<file path="src/sv/ibsc_pkg.sv">
`timescale 1ns / 1ps
// ----------------------------------------------------------------------------
// ibsc_pkg
// Shared types and codes for the IMU, button and supply conditioner.
// ----------------------------------------------------------------------------
package ibsc_pkg;

  // Configuration register indexes
  localparam logic [2:0] CFG_IMU_ALPHA      = 3'd0;
  localparam logic [2:0] CFG_VOLT_ALPHA     = 3'd1;
  localparam logic [2:0] CFG_LONG_PRESS_MS  = 3'd2;
  localparam logic [2:0] CFG_VOLT_STEP      = 3'd3;
  localparam logic [2:0] CFG_REPORT_IVL_MS  = 3'd4;
  localparam logic [2:0] CFG_LOW_VOLT_LEVEL = 3'd5;

  localparam int unsigned CFG_IDX_W  = 3;
  localparam int unsigned CFG_DATA_W = 16;

  // Button event codes
  typedef enum logic [1:0] {
    EV_NONE  = 2'd0,
    EV_SHORT = 2'd1,
    EV_LONG  = 2'd2
  } btn_event_e;

  // Per-button tracking state
  typedef struct packed {
    logic        level;
    logic        long_rep;
    logic [31:0] press_time;
  } btn_state_t;

  // Button update: next state plus the event it raises
  typedef struct packed {
    btn_state_t st;
    btn_event_e ev;
  } btn_step_t;

endpackage

</file>
<file path="src/sv/imu_button_supply_conditioner_unit.sv">
`timescale 1ns / 1ps
// ----------------------------------------------------------------------------
// imu_button_supply_conditioner_unit
// Centres and low-pass filters six IMU axes, turns two buttons into short and
// long press events and tracks a rate-limited supply voltage report.
// ----------------------------------------------------------------------------
//
//  channel | direction | handshake                | payload
//  --------+-----------+--------------------------+--------------------------
//  in      | sink      | in_valid_i / in_stall_o  | raw axes, supply, buttons,
//          |           |                          | now_ms
//  out     | source    | out_valid_o / out_stall_i| filtered axes, events,
//          |           |                          | voltage report
//  cfg     | sink      | cfg_we_i                 | cfg_index_i, cfg_wdata_i
//
//  One item per clock sustained while out_stall_i is low. An item is
//  held in the input register, then the filters, button trackers and
//  supply logic (one 10 x (OUT_W+1) multiplier per axis plus one for the
//  supply) write the result register, which drives out_valid_o.
//  Reset clears all filter, button and supply state and loads the register
//  defaults. A stall on the output only backs up the input when both the
//  input register and the result register are full.
//
module imu_button_supply_conditioner_unit #(
  parameter int unsigned AXIS_BITS = 10,
  parameter int unsigned FRAC_BITS = 8
) (
  input  logic                                clk_i,
  input  logic                                rst_ni,

  // configuration write port
  input  logic                                cfg_we_i,
  input  logic [ibsc_pkg::CFG_IDX_W-1:0]      cfg_index_i,
  input  logic [ibsc_pkg::CFG_DATA_W-1:0]     cfg_wdata_i,

  // input items
  input  logic                                in_valid_i,
  output logic                                in_stall_o,
  input  logic [AXIS_BITS-1:0]                gyro_raw_x_i,
  input  logic [AXIS_BITS-1:0]                gyro_raw_y_i,
  input  logic [AXIS_BITS-1:0]                gyro_raw_z_i,
  input  logic [AXIS_BITS-1:0]                accel_raw_x_i,
  input  logic [AXIS_BITS-1:0]                accel_raw_y_i,
  input  logic [AXIS_BITS-1:0]                accel_raw_z_i,
  input  logic [7:0]                          supply_raw_i,
  input  logic [7:0]                          button_bits_i,
  input  logic [31:0]                         now_ms_i,

  // result items
  output logic                                out_valid_o,
  input  logic                                out_stall_i,
  output logic signed [AXIS_BITS+FRAC_BITS:0] rate_x_o,
  output logic signed [AXIS_BITS+FRAC_BITS:0] rate_y_o,
  output logic signed [AXIS_BITS+FRAC_BITS:0] rate_z_o,
  output logic signed [AXIS_BITS+FRAC_BITS:0] accel_x_o,
  output logic signed [AXIS_BITS+FRAC_BITS:0] accel_y_o,
  output logic signed [AXIS_BITS+FRAC_BITS:0] accel_z_o,
  output ibsc_pkg::btn_event_e                mode_event_o,
  output ibsc_pkg::btn_event_e                start_event_o,
  output logic                                volt_report_o,
  output logic                                volt_low_o,
  output logic [FRAC_BITS+7:0]                volt_level_o
);

  import ibsc_pkg::*;

  // filtered axis width, supply average width, compare width
  localparam int unsigned OUT_W = AXIS_BITS + FRAC_BITS + 1;
  localparam int unsigned VW    = FRAC_BITS + 8;
  localparam int unsigned CW    = (VW > CFG_DATA_W) ? VW : CFG_DATA_W;
  localparam int unsigned PW    = OUT_W + 11;  // axis product
  localparam int unsigned VPW   = VW + 11;     // supply product

  localparam int unsigned ONE_Q   = 1 << FRAC_BITS;
  localparam int unsigned ROUND_Q = 1 << (FRAC_BITS - 1);
  localparam logic [AXIS_BITS-1:0] AXIS_MID = AXIS_BITS'(1) << (AXIS_BITS - 1);

  // --------------------------------------------------------------------------
  // Helpers
  // --------------------------------------------------------------------------
  function automatic logic [8:0] clamp_alpha(logic [8:0] a);
    return (32'(a) > ONE_Q) ? 9'(ONE_Q) : a;
  endfunction

  // raw 0 means no data
  function automatic logic signed [OUT_W-1:0] centre_axis(logic [AXIS_BITS-1:0] r);
    logic signed [AXIS_BITS:0] d;
    d = $signed({1'b0, r}) - $signed({1'b0, AXIS_MID});
    return (r == '0) ? '0 : $signed({d, {FRAC_BITS{1'b0}}});
  endfunction

  // y + floor((a*(x-y) + half) / 2^F), same as the blended form
  function automatic logic signed [OUT_W-1:0] axis_lp(logic [8:0] a,
                                                      logic signed [OUT_W-1:0] x,
                                                      logic signed [OUT_W-1:0] y);
    logic signed [9:0]     as;
    logic signed [OUT_W:0] diff;
    logic signed [PW-1:0]  prod;
    logic signed [PW-1:0]  sh;
    as   = $signed({1'b0, a});
    diff = $signed({x[OUT_W-1], x}) - $signed({y[OUT_W-1], y});
    prod = PW'(as) * PW'(diff);
    sh   = (prod + $signed(PW'(ROUND_Q))) >>> FRAC_BITS;
    return $signed(y + $signed(sh[OUT_W-1:0]));
  endfunction

  function automatic logic [VW-1:0] volt_lp(logic [8:0] a, logic [VW-1:0] x,
                                            logic [VW-1:0] y);
    logic signed [9:0]     as;
    logic signed [VW:0]    diff;
    logic signed [VPW-1:0] prod;
    logic signed [VPW-1:0] sh;
    as   = $signed({1'b0, a});
    diff = $signed({1'b0, x}) - $signed({1'b0, y});
    prod = VPW'(as) * VPW'(diff);
    sh   = (prod + $signed(VPW'(ROUND_Q))) >>> FRAC_BITS;
    return y + sh[VW-1:0];
  endfunction

  function automatic btn_step_t btn_update(btn_state_t s, logic pushed,
                                           logic [31:0] now, logic [15:0] long_ms);
    btn_step_t   r;
    logic [31:0] held;
    held = now - s.press_time;
    r.st = s;
    r.ev = EV_NONE;
    if (s.level == pushed) begin
      if (pushed && !s.long_rep && (held > {16'b0, long_ms})) begin
        r.ev         = EV_LONG;
        r.st.long_rep = 1'b1;
      end
    end else begin
      r.st.level = pushed;
      if (pushed) begin
        r.st.press_time = now;
        r.st.long_rep   = 1'b0;
      end else if (held < {16'b0, long_ms}) begin
        r.ev = EV_SHORT;
      end
    end
    return r;
  endfunction

  // --------------------------------------------------------------------------
  // Configuration registers
  // --------------------------------------------------------------------------
  logic [8:0]  imu_alpha_q, volt_alpha_q;
  logic [15:0] long_press_q, volt_step_q, report_ivl_q;
  logic [7:0]  low_volt_q;

  always_ff @(posedge clk_i or negedge rst_ni) begin
    if (!rst_ni) begin
      imu_alpha_q  <= 9'd102;
      volt_alpha_q <= 9'd102;
      long_press_q <= 16'd2000;
      volt_step_q  <= 16'd256;
      report_ivl_q <= 16'd1000;
      low_volt_q   <= 8'd110;
    end else if (cfg_we_i) begin
      case (cfg_index_i)
        CFG_IMU_ALPHA:      imu_alpha_q  <= cfg_wdata_i[8:0];
        CFG_VOLT_ALPHA:     volt_alpha_q <= cfg_wdata_i[8:0];
        CFG_LONG_PRESS_MS:  long_press_q <= cfg_wdata_i;
        CFG_VOLT_STEP:      volt_step_q  <= cfg_wdata_i;
        CFG_REPORT_IVL_MS:  report_ivl_q <= cfg_wdata_i;
        CFG_LOW_VOLT_LEVEL: low_volt_q   <= cfg_wdata_i[7:0];
        default: ;  // unused index, write dropped
      endcase
    end
  end

  // --------------------------------------------------------------------------
  // Handshake: input register -> result register
  // --------------------------------------------------------------------------
  logic s1_valid_q, out_valid_q;
  logic out_ready, adv, in_accept;

  assign out_ready  = !out_valid_q || !out_stall_i;
  assign adv        = s1_valid_q && out_ready;
  assign in_stall_o = s1_valid_q && !out_ready;
  assign in_accept  = in_valid_i && !in_stall_o;

  always_ff @(posedge clk_i or negedge rst_ni) begin
    if (!rst_ni) begin
      s1_valid_q  <= 1'b0;
      out_valid_q <= 1'b0;
    end else begin
      if (in_accept) begin
        s1_valid_q <= 1'b1;
      end else if (adv) begin
        s1_valid_q <= 1'b0;
      end
      if (adv) begin
        out_valid_q <= 1'b1;
      end else if (!out_stall_i) begin
        out_valid_q <= 1'b0;
      end
    end
  end

  // input register payload; only the mode and start bits are kept
  logic [AXIS_BITS-1:0] gyro_q [3];
  logic [AXIS_BITS-1:0] accr_q [3];
  logic [7:0]           supply_q;
  logic [1:0]           buttons_q;
  logic [31:0]          now_q;

  always_ff @(posedge clk_i) begin
    if (in_accept) begin
      gyro_q[0] <= gyro_raw_x_i;
      gyro_q[1] <= gyro_raw_y_i;
      gyro_q[2] <= gyro_raw_z_i;
      accr_q[0] <= accel_raw_x_i;
      accr_q[1] <= accel_raw_y_i;
      accr_q[2] <= accel_raw_z_i;
      supply_q  <= supply_raw_i;
      buttons_q <= button_bits_i[1:0];
      now_q     <= now_ms_i;
    end
  end

  // --------------------------------------------------------------------------
  // Processing state and next-state logic
  // --------------------------------------------------------------------------
  logic signed [OUT_W-1:0] rate_q [3], rate_d [3];
  logic signed [OUT_W-1:0] acc_q  [3], acc_d  [3];
  logic signed [OUT_W-1:0] acc_in [3];
  btn_state_t              btn_q  [2];
  btn_step_t               btn_s  [2];
  logic [VW-1:0]           avg_q, avg_d, vrep_q, vrep_d, sample, vdiff;
  logic [31:0]             last_rep_q, last_rep_d;
  logic [8:0]              a_imu;
  logic                    report_d;

  assign a_imu = clamp_alpha(imu_alpha_q);

  // robot frame: x = -raw y, y = raw x, z = -raw z
  assign acc_in[0] = -centre_axis(accr_q[1]);
  assign acc_in[1] =  centre_axis(accr_q[0]);
  assign acc_in[2] = -centre_axis(accr_q[2]);

  always_comb begin
    for (int i = 0; i < 3; i++) begin
      rate_d[i] = axis_lp(a_imu, centre_axis(gyro_q[i]), rate_q[i]);
      acc_d[i]  = axis_lp(a_imu, acc_in[i], acc_q[i]);
    end
  end

  assign btn_s[0] = btn_update(btn_q[0], buttons_q[0], now_q, long_press_q);
  assign btn_s[1] = btn_update(btn_q[1], buttons_q[1], now_q, long_press_q);

  // supply: first sample loads the average directly
  assign sample = {supply_q, {FRAC_BITS{1'b0}}};
  assign avg_d  = (avg_q == '0) ? sample
                                : volt_lp(clamp_alpha(volt_alpha_q), sample, avg_q);
  assign vdiff  = (vrep_q > avg_d) ? (vrep_q - avg_d) : (avg_d - vrep_q);

  always_comb begin
    report_d   = (CW'(vdiff) >= CW'(volt_step_q)) &&
                 ((now_q - last_rep_q) >= {16'b0, report_ivl_q});
    vrep_d     = report_d ? avg_d : vrep_q;
    last_rep_d = report_d ? now_q : last_rep_q;
  end

  always_ff @(posedge clk_i or negedge rst_ni) begin
    if (!rst_ni) begin
      for (int i = 0; i < 3; i++) begin
        rate_q[i] <= '0;
        acc_q[i]  <= '0;
      end
      btn_q[0]   <= '0;
      btn_q[1]   <= '0;
      avg_q      <= '0;
      vrep_q     <= '0;
      last_rep_q <= '0;
    end else if (adv) begin
      for (int i = 0; i < 3; i++) begin
        rate_q[i] <= rate_d[i];
        acc_q[i]  <= acc_d[i];
      end
      btn_q[0]   <= btn_s[0].st;
      btn_q[1]   <= btn_s[1].st;
      avg_q      <= avg_d;
      vrep_q     <= vrep_d;
      last_rep_q <= last_rep_d;
    end
  end

  // --------------------------------------------------------------------------
  // Result register
  // --------------------------------------------------------------------------
  always_ff @(posedge clk_i) begin
    if (adv) begin
      rate_x_o      <= rate_d[0];
      rate_y_o      <= rate_d[1];
      rate_z_o      <= rate_d[2];
      accel_x_o     <= acc_d[0];
      accel_y_o     <= acc_d[1];
      accel_z_o     <= acc_d[2];
      mode_event_o  <= btn_s[0].ev;
      start_event_o <= btn_s[1].ev;
      volt_report_o <= report_d;
      volt_low_o    <= (vrep_d < {low_volt_q, {FRAC_BITS{1'b0}}});
      volt_level_o  <= vrep_d;
    end
  end

  assign out_valid_o = out_valid_q;

  // --------------------------------------------------------------------------
  // Assertions
  // --------------------------------------------------------------------------
  a_stall_only_when_full: assert property (@(posedge clk_i) disable iff (!rst_ni)
    in_stall_o |-> (out_valid_o && out_stall_i && s1_valid_q))
    else $error("input stalled while result register can take an item");

  a_adv_gives_result: assert property (@(posedge clk_i) disable iff (!rst_ni)
    adv |=> out_valid_o)
    else $error("advanced item did not reach the result register");

  a_long_marks_held: assert property (@(posedge clk_i) disable iff (!rst_ni)
    (adv && btn_s[0].ev == EV_LONG) |=> (btn_q[0].level && btn_q[0].long_rep))
    else $error("long press raised without held, marked button");

  a_short_on_release: assert property (@(posedge clk_i) disable iff (!rst_ni)
    (adv && btn_s[1].ev == EV_SHORT) |=> !btn_q[1].level)
    else $error("short press raised while button still held");

  a_report_tracks_avg: assert property (@(posedge clk_i) disable iff (!rst_ni)
    (adv && report_d) |=> (vrep_q == avg_q && volt_level_o == avg_q))
    else $error("reported level does not follow the average");

endmodule
</file>
<file path="config.mk">
export PLATFORM = sky130hd
export DESIGN_NAME = imu_button_supply_conditioner_unit
export DESIGN_NICKNAME = d
export VERILOG_FILES = /design/src/sv/ibsc_pkg.sv /design/src/sv/imu_button_supply_conditioner_unit.sv
export SDC_FILE = /design/constraint.sdc
export NUM_CORES = 2
export LEC_CHECK = 0
export ABC_AREA = 0
export ABC_CLOCK_PERIOD_IN_PS = 39700
export BUFFER_PORTS_ARGS = -buffer_cell sky130_fd_sc_hd__buf_4
export CAP_MARGIN = 20
export CORE_AREA = 10 10 370 372
export DETAILED_ROUTE_END_ITERATION = 8
export DIE_AREA = 0 0 380 382
export PLACE_DENSITY = 0.83
export SETUP_SLACK_MARGIN = 0.5
export SLEW_MARGIN = 15
export SYNTH_ARGS = -nofsm -noshare
export SYNTH_HDL_FRONTEND = slang
export SYNTH_SLANG_ARGS = --single-unit
export TNS_END_PERCENT = 30
</file>
<file path="constraint.sdc">
create_clock -name clk_i -period 39.7 [get_ports clk_i]
set_clock_uncertainty 0.15 [all_clocks]
set_input_delay 5.955 -clock clk_i [delete_from_list [all_inputs] [get_ports clk_i]]
set_output_delay 5.955 -clock clk_i [all_outputs]
set_load 0.1 [all_outputs]
</file>
==> insert_results.sql <==
INSERT INTO impl_metrics (metric_group, metric, value, unit) VALUES
('timing', 'period_needed', '15670', 'ps'),
('detailed_routing', 'post_drt_via_cell_ratio', '5.77', ''),
('setup_path', 'worstSetupPathType', 'flip-flop to flip-flop', ''),
('setup_path', 'timing.critical_path.to_type', 'flip-flop', ''),
('setup_path', 'crit_path_frequent_cell', 'sky130_fd_sc_hd__a21o_1', ''),
('timing', 'hold_viol', '0', ''),
('detailed_routing', 'route.met2.wl', '92600', 'µm'),
('setup_path', 'critPathArrivalTime', '16060', 'ps'),
('detailed_routing', 'total_length_of_routed_wires', '196000', 'µm'),
('setup_path', 'sort_of_element_at_the_start_of_the_critical_path', 'flip-flop', ''),
('placed_design', 'place_inst', '10200', ''),
('cts', 'cts.sinks', '560', ''),
('setup_path', 'worstReg2RegStart', 'avg_q[0]$_DFFE_PN0P_', ''),
('detailed_routing', 'wl_per_cell', '18.9', 'µm'),
('die', 'die_width', '380', 'µm'),
('timing', 'timing.hold.ws', '347', 'ps'),
('synthesis', 'synthDistinctLibCells', '101', ''),
('setup_path', 'worstPathMaxFanout', '70', ''),
('die', 'core', '0.129', 'mm²'),
('cts', 'cts_root_buf', 'sky130_fd_sc_hd__clkbuf_16', ''),
('detailed_routing', 'met1Wirelength', '78500', 'µm'),
('cts', 'insertion_delay', '700', 'ps'),
('synthesis', 'netlist_top_cells_area', 'sky130_fd_sc_hd__fa_1, sky130_fd_sc_hd__ha_1, sky130_fd_sc_hd__dfrtp_1', ''),
('setup_path', 'register_to_register_setup_slack', '24030', 'ps'),
('detailed_routing', 'detailedRoute.firstIterationViolations', '4505', ''),
('detailed_routing', 'highest_layer', 'met5', ''),
('synthesis', 'ys_seq_area_share', '19.8', '%'),
('grt', 'track_usage', '27.0', '%'),
('die', 'start_util', '59.6', '%'),
('grt', 'via_count_of_the_first_global_routing_pass', '63200', ''),
('grt', 'largest_net_degree_at_the_start_of_global_routing', '129', ''),
('run', 'drv_cap', '0', ''),
('timing', 'totalNegativeSetupSlack', '0', 'ps'),
('setup_path', 'cp_data_required_time', '40090', 'ps'),
('die', 'ios', '270', ''),
('die', 'placement_rows', '132', ''),
('cts', 'clock_tree.buffer_depth', '3', ''),
('status', 'outcome', 'completed', ''),
('finish', 'instances_no_fill', '10400', ''),
('timing', 'worstMarginPinSlew', '1310', 'ps'),
('synthesis', 'synth_area_leader_cell', 'sky130_fd_sc_hd__fa_1', ''),
('hold_path', 'hp-start', 'last_rep_q[0]$_DFFE_PN0P_', ''),
('timing', 'setup_viol_count_final', '0', ''),
('detailed_routing', 'drc_violations_left', '0', ''),
('die', 'die-height', '382', 'µm'),
('finish', 'postLayoutCoreUtil', '64.2', '%'),
('finish', 'flow.area_growth_from_synthesis', '7.74', '%'),
('hold_path', 'worstHoldPathType', 'flip-flop to flip-flop', ''),
('synthesis', 'syn_nets', '10500', ''),
('timing', 'timing.max_slew.rel_slack', '11.6', '%'),
('cts', 'cts_tree', 'done', ''),
('finish', 'fraction_of_final_layout_cells_sized_beyond_drive_strength_1', '6.96', '%'),
('timing', 'rsz0062_at_grt', 'false', ''),
('synthesis', 'synth_edf_count', '238', ''),
('cts', 'cts.hold.buffers_added', '0', ''),
('synthesis', 'dominantRegCellSynth', 'sky130_fd_sc_hd__dfrtp_1', ''),
('cts', 'cts_setup_buffers', '0', ''),
('detailed_routing', 'route.met3.wl', '15400', 'µm'),
('synthesis', 'postSynthRegisterBits', '560', ''),
('cts', 'cts_buf_count', '68', ''),
('cts', 'htree_num_levels', '3', ''),
('timing', 'max_clock_freq', '63.8', 'MHz'),
('setup_path', 'cp_slowest_stage_delay', '560', 'ps'),
('detailed_routing', 'drtPass1Iterations', '6', ''),
('hold_path', 'whs_endpoint', 'last_rep_q[0]$_DFFE_PN0P_', ''),
('cts', 'cts-resized-gates', '0', ''),
('setup_path', 'rr_endpoint', 'volt_low_o$_DFFE_PP_', ''),
('synthesis', 'postSynthCellCount', '8462', ''),
('detailed_routing', 'final_antenna_net_count', '0', ''),
('synthesis', 'ys_async_sr_fraction', '57.5', '%'),
('synthesis', 'syn_area', '0.0769', 'mm²');
==> cell usage in the layout (no fill, tap or decap), types with 11 or more instances in the layout <==
cell,synthesis,layout
sky130_fd_sc_hd__a211oi_1,30,30
sky130_fd_sc_hd__a21o_1,138,138
sky130_fd_sc_hd__a21oi_1,268,268
sky130_fd_sc_hd__a31o_2,11,11
sky130_fd_sc_hd__a31oi_1,44,44
sky130_fd_sc_hd__and2_1,114,113
sky130_fd_sc_hd__and3_1,23,23
sky130_fd_sc_hd__and4_1,20,20
sky130_fd_sc_hd__buf_4,11,305
sky130_fd_sc_hd__clkbuf_16,0,70
sky130_fd_sc_hd__dfrtp_1,296,295
sky130_fd_sc_hd__dfstp_2,26,26
sky130_fd_sc_hd__edfxtp_1,238,238
sky130_fd_sc_hd__fa_1,957,957
sky130_fd_sc_hd__ha_1,926,926
sky130_fd_sc_hd__inv_1,1394,1393
sky130_fd_sc_hd__mux2_2,71,71
sky130_fd_sc_hd__mux2i_1,22,22
sky130_fd_sc_hd__nand2_1,935,929
sky130_fd_sc_hd__nand2b_1,71,71
sky130_fd_sc_hd__nand3_1,108,108
sky130_fd_sc_hd__nand4_1,26,26
sky130_fd_sc_hd__nor2_1,876,875
sky130_fd_sc_hd__nor2b_1,82,73
sky130_fd_sc_hd__nor3_1,144,141
sky130_fd_sc_hd__nor3b_1,18,18
sky130_fd_sc_hd__nor4_1,27,27
sky130_fd_sc_hd__o211ai_1,18,18
sky130_fd_sc_hd__o21a_1,91,91
sky130_fd_sc_hd__o21ai_0,337,337
sky130_fd_sc_hd__o21ai_1,26,26
sky130_fd_sc_hd__o21bai_1,47,47
sky130_fd_sc_hd__o31ai_1,18,18
sky130_fd_sc_hd__or2_2,26,26
sky130_fd_sc_hd__or3_1,24,24
sky130_fd_sc_hd__xnor2_1,391,391
sky130_fd_sc_hd__xor2_1,173,173
==> how the worst max path moves through the flow <==
stage	start	to	slack, ps	depth (start not counted)
2_1_floorplan	avg_q[0]$_DFFE_PN0P_	volt_low_o$_DFFE_PP_	26760	57
3_3_place_gp	avg_q[0]$_DFFE_PN0P_	volt_low_o$_DFFE_PP_	24710	57
6_report	avg_q[0]$_DFFE_PN0P_	volt_low_o$_DFFE_PP_	24030	57
5_1_grt	avg_q[0]$_DFFE_PN0P_	volt_low_o$_DFFE_PP_	23250	57
4_1_cts	avg_q[0]$_DFFE_PN0P_	volt_low_o$_DFFE_PP_	24120	57
3_5_place_dp	avg_q[0]$_DFFE_PN0P_	volt_low_o$_DFFE_PP_	24260	57
==> per-layer routing <==
metal / vias to the layer above / GRT usage (%)
met2: 2332 / 45.2
met1: 29500 / 34.2
li1: 27500 / -
met5: - / 0
met3: 565 / 4.85
met4: 8 / 12.1
==> critical path: cells and delay by family, from the launching register on <==
family,cells,cell delay (ps)
compound gates,22,4880
fa+ha+maj,12,4870
simple gates,12,2820
buf+inv,6,1050
xor+xnor,3,830
flops,1,490
mux,2,390
==> layout make-up <==
type | count | area (µm²)
Multi-Input combinational cell | 6245 | 55500
Timing Repair Buffer | 306 | 2300
Clock buffer | 84 | 1840
Sequential cell | 560 | 15200
Inverter | 1396 | 5250
Clock inverter | 42 | 539
Tap cell | 1742 | 2180
Antenna cell | 1 | 2.50
Fill cell | 10200 | 46300
==> cell usage after synthesis (138+ instances only) <==
cell                       count
sky130_fd_sc_hd__nor3_1      144
sky130_fd_sc_hd__nand2_1     935
sky130_fd_sc_hd__edfxtp_1    238
sky130_fd_sc_hd__xor2_1      173
sky130_fd_sc_hd__dfrtp_1     296
sky130_fd_sc_hd__a21oi_1     268
sky130_fd_sc_hd__fa_1        957
sky130_fd_sc_hd__a21o_1      138
sky130_fd_sc_hd__o21ai_0     337
sky130_fd_sc_hd__clkbuf_1    221
sky130_fd_sc_hd__nor2_1      876
sky130_fd_sc_hd__ha_1        926
sky130_fd_sc_hd__xnor2_1     391
sky130_fd_sc_hd__inv_1      1394
==> kinds of logic after synthesis <==
family | after synthesis | synth area share, %
buf+inv | 1657 | 8.21
flops | 560 | 19.8
simple gates | 2537 | 14.6
fa+ha+maj | 1884 | 40.0
xor+xnor | 566 | 6.47
compound gates | 1162 | 9.56
mux | 96 | 1.38
==> per-stage QoR <==
stage	instance area, µm²	setup WS [ps]
global placement	80500	24710
global route	82900	23250
floorplan	76900	26760
detailed placement	80500	24260
finish	82900	24030
CTS	82900	24120
==> flip-flops by register name, summed over array words and instances, names as in the netlist, 16 cells and up <==
register / cells
rate_y_o: 19
vrep_q: 16
rate_q: 57
gyro_q: 30
acc_q: 57
btn_q: 68
now_q: 32
report_ivl_q: 16
avg_q: 16
accel_x_o: 19
accel_z_o: 19
last_rep_q: 32
accr_q: 30
volt_level_o: 16
volt_step_q: 16
long_press_q: 16
rate_x_o: 19
accel_y_o: 19
rate_z_o: 19
Power is not shown: default switching activity piles up to over one toggle a cycle in this logic, so the estimate is an artifact.
